### config.mk
export PLATFORM = sky130hd
export DESIGN_NAME = rtp_h264_fua_depacketizer_core
export DESIGN_NICKNAME = d
export VERILOG_FILES = /design/src/design/rhfd_pkg.sv /design/src/design/rhfd_decode.sv /design/src/design/rhfd_emit.sv /design/src/design/rtp_h264_fua_depacketizer_core.sv
export SDC_FILE = /design/constraint.sdc
export NUM_CORES = 1
export LEC_CHECK = 0
export ABC_AREA = 0
export BUFFER_PORTS_ARGS = -buffer_cell sky130_fd_sc_hd__buf_2
export CAP_MARGIN = 20
export CORE_MARGIN = 2
export CORE_UTILIZATION = 55
export CTS_CLUSTER_DIAMETER = 80
export DETAILED_ROUTE_END_ITERATION = 8
export GPL_ROUTABILITY_DRIVEN = 0
export PLACE_DENSITY = 0.77
export REMOVE_ABC_BUFFERS = 1
export SLEW_MARGIN = 10
export SYNTH_ARGS = -nofsm -noshare
export SYNTH_HDL_FRONTEND = slang
export SYNTH_SLANG_ARGS = --single-unit
### constraint.sdc
create_clock -name clock -period 3.9 [get_ports clock]
set_clock_uncertainty 0.2 [all_clocks]
set_input_delay 0.195 -clock clock [delete_from_list [all_inputs] [get_ports clock]]
set_output_delay 0.195 -clock clock [all_outputs]
set_load 0.02 [all_outputs]
### src/design/rhfd_pkg.sv
// shared types and constants for the rtp h264 fu-a depacketizer
`default_nettype none

package rhfd_pkg;

   localparam logic [4:0] NAL_TYPE_SINGLE_LIMIT = 5'd24;
   localparam logic [4:0] NAL_TYPE_FU_A         = 5'd28;

   localparam logic [2:0] START_CODE_LEN_SHORT = 3'd3;
   localparam logic [2:0] START_CODE_LEN_LONG  = 3'd4;
   localparam logic [2:0] START_CODE_LEN_NONE  = 3'd0;

   localparam logic [7:0] START_CODE_ZERO = 8'h00;
   localparam logic [7:0] START_CODE_ONE  = 8'h01;

   typedef struct packed {
      logic [7:0] payload_byte;
      logic       packet_first;
      logic       packet_last;
   } req_type;

   typedef struct packed {
      logic [7:0] stream_byte;
      logic       byte_valid;
      logic       nal_begin;
      logic       nal_finish;
      logic       run_last;
   } rsp_type;

   // one decoded item: optional start code followed by one closing result
   typedef struct packed {
      logic       present;
      logic [2:0] sc_len;
      logic [7:0] tail_byte;
      logic       tail_valid;
      logic       tail_finish;
   } desc_type;

endpackage

`default_nettype wire

### src/design/rhfd_decode.sv
// packet parser: tracks packet phase and fragment state, builds one descriptor per item
`default_nettype none

module rhfd_decode
   import rhfd_pkg::*;
(
   input  wire logic     clock,
   input  wire logic     reset,
   input  wire req_type  item,
   input  wire logic     advance,
   input  wire logic     long_start_code,
   output desc_type      desc
);

   typedef enum logic [2:0] {
      PH_IDLE,
      PH_SINGLE,
      PH_FU_HDR,
      PH_FU_DATA,
      PH_DROP
   } phase_type;

   phase_type  phase_ff, phase_in;
   logic [2:0] ind_ff, ind_in;
   logic       open_ff, open_in;
   logic       end_ff, end_in;

   logic [7:0] b;
   logic       last;
   logic [2:0] sc_len;
   logic       fin;

   assign b      = item.payload_byte;
   assign last   = item.packet_last;
   assign sc_len = long_start_code ? START_CODE_LEN_LONG : START_CODE_LEN_SHORT;

   always_comb begin
      phase_in         = phase_ff;
      ind_in           = ind_ff;
      open_in          = open_ff;
      end_in           = end_ff;
      fin              = 1'b0;
      desc.present     = 1'b0;
      desc.sc_len      = START_CODE_LEN_NONE;
      desc.tail_byte   = b;
      desc.tail_valid  = 1'b1;
      desc.tail_finish = 1'b0;
      if (item.packet_first) begin
         if (b[4:0] < NAL_TYPE_SINGLE_LIMIT) begin
            open_in          = 1'b0;
            desc.present     = 1'b1;
            desc.sc_len      = sc_len;
            desc.tail_finish = last;
            phase_in         = last ? PH_IDLE : PH_SINGLE;
         end else if (b[4:0] == NAL_TYPE_FU_A) begin
            ind_in   = b[7:5];
            phase_in = last ? PH_IDLE : PH_FU_HDR;
         end else begin
            phase_in = last ? PH_IDLE : PH_DROP;
         end
      end else begin
         unique case (phase_ff)
            PH_SINGLE: begin
               desc.present     = 1'b1;
               desc.tail_finish = last;
               if (last) phase_in = PH_IDLE;
            end
            PH_FU_HDR: begin
               end_in = b[6];
               if (b[7]) begin
                  fin              = last && b[6];
                  desc.present     = 1'b1;
                  desc.sc_len      = sc_len;
                  desc.tail_byte   = {ind_ff, b[4:0]};
                  desc.tail_finish = fin;
                  open_in          = !fin;
                  phase_in         = last ? PH_IDLE : PH_FU_DATA;
               end else if (!open_ff) begin
                  phase_in = last ? PH_IDLE : PH_DROP;
               end else if (last) begin
                  if (b[6]) begin
                     // end bit on a header-only packet: marker-only result
                     desc.present     = 1'b1;
                     desc.tail_byte   = START_CODE_ZERO;
                     desc.tail_valid  = 1'b0;
                     desc.tail_finish = 1'b1;
                     open_in          = 1'b0;
                  end
                  phase_in = PH_IDLE;
               end else begin
                  phase_in = PH_FU_DATA;
               end
            end
            PH_FU_DATA: begin
               if (open_ff) begin
                  fin              = last && end_ff;
                  desc.present     = 1'b1;
                  desc.tail_finish = fin;
                  if (fin) open_in = 1'b0;
               end
               if (last) phase_in = PH_IDLE;
            end
            PH_DROP: begin
               if (last) phase_in = PH_IDLE;
            end
            default: begin
               phase_in = PH_IDLE;
            end
         endcase
      end
   end

   always_ff @(posedge clock) begin
      if (reset) begin
         phase_ff <= PH_IDLE;
         ind_ff   <= 3'd0;
         open_ff  <= 1'b0;
         end_ff   <= 1'b0;
      end else if (advance) begin
         phase_ff <= phase_in;
         ind_ff   <= ind_in;
         open_ff  <= open_in;
         end_ff   <= end_in;
      end
   end

endmodule

`default_nettype wire

### src/design/rhfd_emit.sv
// result sequencer: plays out one descriptor as start code bytes and a closing result
`default_nettype none

module rhfd_emit
   import rhfd_pkg::*;
(
   input  wire logic     clock,
   input  wire logic     reset,
   input  wire desc_type desc_in,
   input  wire logic     desc_offer,
   output logic          desc_free,
   output logic          rsp_valid,
   input  wire logic     rsp_ready,
   output rsp_type       rsp_data
);

   desc_type   desc_ff;
   logic       desc_valid_ff;
   logic [2:0] idx_ff;
   rsp_type    rsp_data_ff;
   logic       rsp_valid_ff;

   logic       out_free;
   logic       emit;
   logic       at_tail;
   rsp_type    result;

   assign out_free  = !rsp_valid_ff || rsp_ready;
   assign emit      = desc_valid_ff && out_free;
   assign at_tail   = (idx_ff == desc_ff.sc_len);
   assign desc_free = !desc_valid_ff || (emit && at_tail);

   always_comb begin
      if (at_tail) begin
         result.stream_byte = desc_ff.tail_byte;
         result.byte_valid  = desc_ff.tail_valid;
         result.nal_begin   = 1'b0;
         result.nal_finish  = desc_ff.tail_finish;
         result.run_last    = 1'b1;
      end else begin
         result.stream_byte = (idx_ff == desc_ff.sc_len - 3'd1) ? START_CODE_ONE
                                                                : START_CODE_ZERO;
         result.byte_valid  = 1'b1;
         result.nal_begin   = (idx_ff == 3'd0);
         result.nal_finish  = 1'b0;
         result.run_last    = 1'b0;
      end
   end

   always_ff @(posedge clock) begin
      if (reset) begin
         desc_valid_ff <= 1'b0;
         rsp_valid_ff  <= 1'b0;
         idx_ff        <= 3'd0;
      end else begin
         if (out_free) rsp_valid_ff <= emit;
         if (desc_free) begin
            desc_valid_ff <= desc_offer && desc_in.present;
            idx_ff        <= 3'd0;
         end else if (emit) begin
            idx_ff <= idx_ff + 3'd1;
         end
      end
   end

   always_ff @(posedge clock) begin
      if (emit) rsp_data_ff <= result;
      if (desc_free) desc_ff <= desc_in;
   end

   assign rsp_valid = rsp_valid_ff;
   assign rsp_data  = rsp_data_ff;

   a_finish_ends_run: assert property (@(posedge clock) disable iff (reset)
      rsp_valid_ff && rsp_data_ff.nal_finish |-> rsp_data_ff.run_last)
      else $error("nal_finish on a result that is not last of its run");

   a_begin_is_zero: assert property (@(posedge clock) disable iff (reset)
      rsp_valid_ff && rsp_data_ff.nal_begin |->
         rsp_data_ff.byte_valid && rsp_data_ff.stream_byte == START_CODE_ZERO
         && !rsp_data_ff.run_last)
      else $error("nal_begin not on a leading start code zero");

   a_marker_only: assert property (@(posedge clock) disable iff (reset)
      rsp_valid_ff && !rsp_data_ff.byte_valid |->
         rsp_data_ff.nal_finish && rsp_data_ff.run_last)
      else $error("marker-only result without nal_finish");

   a_idx_bound: assert property (@(posedge clock) disable iff (reset)
      desc_valid_ff |-> idx_ff <= desc_ff.sc_len)
      else $error("sequencer index ran past the descriptor");

endmodule

`default_nettype wire

### src/design/rtp_h264_fua_depacketizer_core.sv
// top level of the rtp h264 single nal / fu-a to annex b depacketizer
//
//   channel | direction | handshake          | payload
//   req     | in        | req_valid/ready    | req_type: payload_byte, packet_first, packet_last
//   rsp     | out       | rsp_valid/ready    | rsp_type: stream_byte, byte_valid, nal_begin,
//           |           |                    |           nal_finish, run_last
//   csr     | in        | csr_write_enable   | csr_write_data = long_start_code
//
// one item per cycle while each item gives at most one result and rsp_ready is not holding the output
// an item that opens a nal unit gives 4 or 5 results and holds the result sequencer
// until its last result is taken; input backs up behind it
// an item passes the input, descriptor and output registers on its way to its first result
// synchronous reset clears all control state and long_start_code
`default_nettype none

module rtp_h264_fua_depacketizer_core
   import rhfd_pkg::*;
(
   input  wire logic    clock,
   input  wire logic    reset,
   input  wire logic    req_valid,
   output logic         req_ready,
   input  wire req_type req_data,
   output logic         rsp_valid,
   input  wire logic    rsp_ready,
   output rsp_type      rsp_data,
   input  wire logic    csr_write_enable,
   input  wire logic    csr_write_data
);

   req_type  item_ff;
   logic     item_valid_ff;
   logic     long_start_code_ff;

   logic     advance;
   logic     desc_free;
   desc_type desc;

   assign advance   = item_valid_ff && desc_free;
   assign req_ready = !item_valid_ff || advance;

   always_ff @(posedge clock) begin
      if (reset) begin
         item_valid_ff      <= 1'b0;
         long_start_code_ff <= 1'b0;
      end else begin
         if (req_ready) item_valid_ff <= req_valid;
         if (csr_write_enable) long_start_code_ff <= csr_write_data;
      end
   end

   always_ff @(posedge clock) begin
      if (req_ready && req_valid) item_ff <= req_data;
   end

   rhfd_decode u_decode (
      .clock           (clock),
      .reset           (reset),
      .item            (item_ff),
      .advance         (advance),
      .long_start_code (long_start_code_ff),
      .desc            (desc)
   );

   rhfd_emit u_emit (
      .clock      (clock),
      .reset      (reset),
      .desc_in    (desc),
      .desc_offer (item_valid_ff),
      .desc_free  (desc_free),
      .rsp_valid  (rsp_valid),
      .rsp_ready  (rsp_ready),
      .rsp_data   (rsp_data)
   );

endmodule

`default_nettype wire
==> flow_summary.toml, run 1 <==
[critical_path]
rrSetupSlack_ps = 1260
endpoint_kind = "flop"
reg2reg_from = "u_emit.desc_ff[11]"
cp_max_fo = 10
startpoint = "u_emit.desc_ff[11]"
path_class = "flop to flop"
critPathRequiredTime_ps = 3620
ff2ff_path_depth = 3
timing.critical_path.to = "item_ff[0]"
cp.arrival_ps = 2360
start_kind = "flop"
timing.rr.end = "item_ff[0]"

[finish]
drive_gt1_frac = 0.2045
diodes = 0
final_cell_mix = "34 x edfxtp_1, 29 x buf_2, 15 x dfxtp_1"
n_fill_cell = 292
layout.nets = 237
utilization = 0.6791
layout_commonest_cell = "edfxtp_1"
area_growth_pct = 16.92
fin_cells = 268

[timing]
clock.fmax_mhz = 378.5
fin_tns_setup_ps = 0
slew_violations = 0
fin_hold_ws_ps = 59.69
finalCritPeriodShare = 0.6775
grt_setup_unrepaired = "false"
max_slew_margin = 0.3292
final_hold_viol_count = 0
worst_slew_pin_slew_ps = 1002
setup_ws_ps = 1258
layout_min_cycle_time_ps = 2642
setup_viol = 0

[routing]
drtIter0Drc = 142
ant_nets = 0
avgViaCountPerCell = 5.485
vias = 1470
wl_per_cell_um = 14.96
wirelength_um = 4008
drcViolationCount = 0
dr.pass1.iters = 4

[clock_network]
cts_tree = "built"
cts_buffers = 5
cts_sinks = 49
post_cts_resized = 0
cts_buffer_depth = 2
insertion_delay_ps = 290
cts_root_buf = "clkbuf_8"
ctsHtreeMaxLevel = 2
cts.clk_slew.worst_paths_ps = 80

[grt]
grt_pass1_vias = 1471
grt_overflow = 0
grtUsageTotal = 0.2050
grt_max_degree = 23
grt_pass1_wl_um = 6686
grt_antenna_before_repair = 0

[power]
ir_worst_vdd_mv = 0.2829
powerDensity_mw_per_mm2 = 381.2
p_leak_uw = 0.0009585

[placement]
hpwl_um = 2691
dpl.cell_count = 247
pre_cts_slack_ps = 1300
io_buffers = 29

[worst_hold_path]
hp-class = "input port to flop"
min_from = "rsp_ready"

[yosys]
yosys_warnings = 0
ys_ff_latch = 49
avgSynthCellArea_um2 = 12.15
synthCells = 179
netlist_area_mm2 = 0.002175
synthArstFlopShare = 0
synth_cell_types = 39
synth_ff_type = "edfxtp_1"
synth-seq-area-share = 0.6076
synth_edf_count = 34

[floorplanning]
rows = 22
die_width_um = 66.88
dieArea_mm2 = 0.004473
core-area_mm2 = 0.003744
io_pins = 30
initial_core_util = 0.5809
die_h_um = 66.88

[run]
drv_cap = 0

[status]
outcome = "finished clean"
==> power breakdown <==
group	switching, uW	internal, uW	total, uW
clock	156	144	300
combinational	38.3	37.3	75.5
sequential	14.8	579	594
==> Yosys cell counts (all sizes together), types with 3 or more instances <==
library cell / n / area share
nor2: 5 / 0.0086
edfxtp: 34 / 0.47
inv: 10 / 0.017
nand2b: 12 / 0.035
dfxtp: 15 / 0.14
nand2: 4 / 0.0069
nor2b: 3 / 0.0086
clkbuf: 4 / 0.0069
mux2: 4 / 0.021
nand3: 8 / 0.018
a21oi: 11 / 0.025
nor3b: 4 / 0.014
o21ai: 7 / 0.016
mux2i: 8 / 0.037
nor3: 6 / 0.014
buf: 3 / 0.012
and2: 13 / 0.037
==> worst max-delay path, cell delays in order, from the launching register on <==
cell and delay, ps:
edfxtp_1 470, or3_1 370, a221o_2 450, a31oi_1 780
==> what timing repair did <==
action                                 in CTS  in global routing
buffers inserted                            0                  0
endpoints found under the hold margin      12                  0
hold buffers                               13                  0
==> how the worst min path moves through the flow <==
| stage | to | slack (ps) | cells past startpoint |
|---|---|---|---|
| after floorplan | item_valid_ff | 60 | 1 |
| after global placement | item_ff[7] | 170 | 1 |
| after detailed placement | item_ff[1] | 170 | 1 |
| after CTS | u_emit.rsp_valid | 40 | 3 |
| after global routing | u_emit.rsp_valid | 80 | 3 |
| final | u_emit.rsp_valid | 60 | 3 |
==> layout make-up <==
class,count,area [um^2],area share
clock buffers,7,86.33,0.03396
flip-flops and latches,49,1321,0.5197
inverters,10,37.54,0.01476
repair buffers,42,275.3,0.1083
clock inverters,1,7.507,0.002953
multi-input cells,111,754.5,0.2968
well taps,48,60.06,0.02362
==> flip-flops by register name, summed over array words and instances, names as in the netlist <==
signal / count
item_valid_ff: 1
u_decode.open_ff: 1
u_decode.phase_ff: 3
u_decode.end_ff: 1
u_emit.rsp_valid: 1
long_start_code_ff: 1
u_emit.desc_ff: 12
item_ff: 10
u_emit.idx_ff: 3
u_emit.desc_valid_ff: 1
u_emit.rsp_data: 12
u_decode.ind_ff: 3
==> per-layer routing <==
layer  vias to the layer above  wire length (um)  global-route usage  share of wire
met2                        68              2109              0.3713           0.53
met4                         0                16             0.07908         0.0040
li1                        723                 -                   -              -
met1                       677              1630              0.2369           0.41
met5                         -                 0                   0              0
met3                         2               252             0.04054          0.063
==> stage by stage <==
| stage | instance area (um^2) | total power, uW |
|---|---|---|
| 2_1_floorplan | 2113 | 642.8 |
| 4_1_cts | 2542 | 979.0 |
| 6_report | 2542 | 969.1 |
| 5_1_grt | 2542 | 1014 |
| 3_5_place_dp | 2318 | 669.7 |
| 3_3_place_gp | 2318 | 665.3 |
==> cells by family after synthesis <==
group | share of synthesized area
adder cells (fa/ha/maj) | 0.01151
XOR/XNOR | 0.01209
flip-flops | 0.6076
AO/OA/AOI/OAI | 0.09033
AND/OR/NAND/NOR | 0.1755
buffers and inverters | 0.04545
multiplexers | 0.05754
Note: power is estimated with default switching activity, not from simulation.
==> inputs of run 2 (changes only) <==
- clock period: 3.9 -> 2.7 ns (I/O delays scaled with it)
==> run 2 against run 1 <==
Sequential share of layout area fell by 1.8 points. Final area up 3.7%. Total power is 64% higher. Critical endpoint is now u_decode.phase_ff[2]. Count of clock-buffer cells in the layout is 2 lower. Largest cell class unchanged. Largest power group unchanged. Clock power is 110% higher. Sequential power rose by 44%. Cell count is 2.2% higher. Hold slack got worse by 42 ps. Critical path type unchanged. Wire length rose by 0.17%. Setup slack worse by 930 ps.
==> flow_summary.toml, run 2 (synthesized netlist as in run 1, its figures left out) <==
[clock_network]
cts_setup_buffers = 0
post_cts_resized = 0
cts_buffer_depth = 2
ctsHtreeMaxLevel = 2
cts_tree = "built"
cts_sinks = 49
cts.clk_slew.worst_paths_ps = 90
insertion_delay_ps = 310
cts_buffers = 5
cts_root_buf = "clkbuf_8"

[finish]
diodes = 0
utilization = 0.7042
layout.nets = 243
area_growth_pct = 21.23
seq_area_mm2 = 0.001321
layout_commonest_cell = "edfxtp_1"
multiInputGateArea_um2 = 754.5
drive_gt1_frac = 0.2212
final_cell_mix = "34 x edfxtp_1, 29 x buf_2, 15 x dlygate4sd3_1, 15 x dfxtp_1, 13 x and2_1"
n_fill_cell = 293

[critical_path]
start_kind = "flop"
path_class = "flop to flop"
slowest_stage = "edfxtp_1"
crit_top_cell = "a221o_2"
critPathRequiredTime_ps = 2700
reg2reg_from = "u_emit.desc_ff[11]"
cpPeakStageDelay_ps = 480
cp.arrival_ps = 2370
endpoint_kind = "flop"
rrSetupSlack_ps = 330
cp_max_fo = 7
ff2ff_path_depth = 4
crit_chain = "or3_1, a221o_2, a221o_2, mux2_1"
timing.rr.end = "u_decode.phase_ff[2]"

[grt]
grt_overflow = 0
grt_antenna_before_repair = 0
grt_max_degree = 23
grtUsageTotal = 0.2095
grt_pass1_wl_um = 6803
grt_pass1_vias = 1516

[routing]
wirelength_um = 4015
dr.pass1.iters = 4
vias = 1518
drtIter0Drc = 111
drcViolationCount = 0
wl_per_cell_um = 14.65
avgViaCountPerCell = 5.540
ant_nets = 0

[timing]
finalCritPeriodShare = 0.8769
grt_setup_unrepaired = "false"
fin_tns_setup_ps = 0
setup_ws_ps = 332.4
slew_violations = 0
layout_min_cycle_time_ps = 2368
final_hold_viol_count = 0
max_slew_margin = 0.5726
worst_slew_pin_slew_ps = 641.1
clock.fmax_mhz = 422.4
setup_viol = 0

[floorplanning]
die_h_um = 66.88
die_width_um = 66.88
dieArea_mm2 = 0.004473
core-area_mm2 = 0.003744
initial_core_util = 0.5809
rows = 22
io_pins = 30

[worst_hold_path]
whs_endpoint = "u_emit.rsp_valid"
hp-class = "input port to flop"
min_from = "reset"
holdPathStages = 2

[power]
finalPower_uw = 1589
combPwrFrac = 0.071
switchingPower_uw = 323.4
ir_worst_vdd_mv = 0.4283
powerDensity_mw_per_mm2 = 602.8
clkPwrFrac = 0.389
power.internal_uw = 1266
p_leak_uw = 0.001013
p_sw_frac = 0.2035
seq_power_share = 0.540

[placement]
hpwl_um = 2687
io_buffers = 29
pre_cts_slack_ps = 380.2

[run]
drv_cap = 0

[status]
outcome = "finished clean"
==> run 2: layer usage <==
layer	track usage	share of wire	wire length, um
met5	0	0	0
met4	0.1199	0.032	127
met3	0.04054	0.047	190
met2	0.3838	0.54	2164
met1	0.2215	0.38	1532
==> run 2: worst max-delay path: cells and delay by family (launching register included) <==
kind             cells  cell delay, ps
AND/OR/NAND/NOR      1             370
flip-flops           1             480
AO/OA/AOI/OAI        2             890
multiplexers         1             320
==> run 2: repair_timing <==
action | 4_1_cts | 5_1_grt
hold endpoints to repair | 13 | 0
hold buffers | 15 | 0
setup endpoints to repair | 0 | 0
==> run 2: worst max path at each step <==
stage,from,end,slack [ps],cells after the start
2_1_floorplan,u_emit.desc_ff[11],item_ff[0],330,3
3_3_place_gp,u_emit.desc_ff[11],u_decode.phase_ff[2],420,4
3_5_place_dp,item_ff[1],u_emit.desc_ff[4],380,3
4_1_cts,u_emit.desc_ff[11],u_decode.phase_ff[2],360,4
5_1_grt,u_emit.desc_ff[11],u_decode.phase_ff[2],260,4
6_report,u_emit.desc_ff[11],u_decode.phase_ff[2],330,4
==> run 2: layout make-up <==
| cell class | instances | area share |
|---|---|---|
| clock buffers | 5 | 0.02610 |
| clock inverters | 3 | 0.02610 |
| inverters | 10 | 0.01424 |
| multi-input cells | 111 | 0.2862 |
| flip-flops and latches | 49 | 0.5012 |
| well taps | 48 | 0.02278 |
| repair buffers | 48 | 0.1234 |
==> run 2: through the flow <==
stage	hold slack, ps	instance area (um^2)	instances
after detailed placement	113.5	2349	251
after global placement	111.8	2349	251
after floorplan	4.066	2113	170
after CTS	18.13	2636	274
after global routing	55.08	2636	274
final	17.27	2636	274
==> run 2: power by group through the flow <==
| stage | Combinational (uW) | Sequential (uW) | Clock (uW) |
|---|---|---|---|
| 2_1_floorplan | 54.8 | 874 | 0 |
| 3_3_place_gp | 89.2 | 873 | 0 |
| 6_report | 113 | 857 | 619 |
| 4_1_cts | 111 | 857 | 622 |
| 3_5_place_dp | 93.0 | 874 | 0 |
| 5_1_grt | 125 | 862 | 659 |
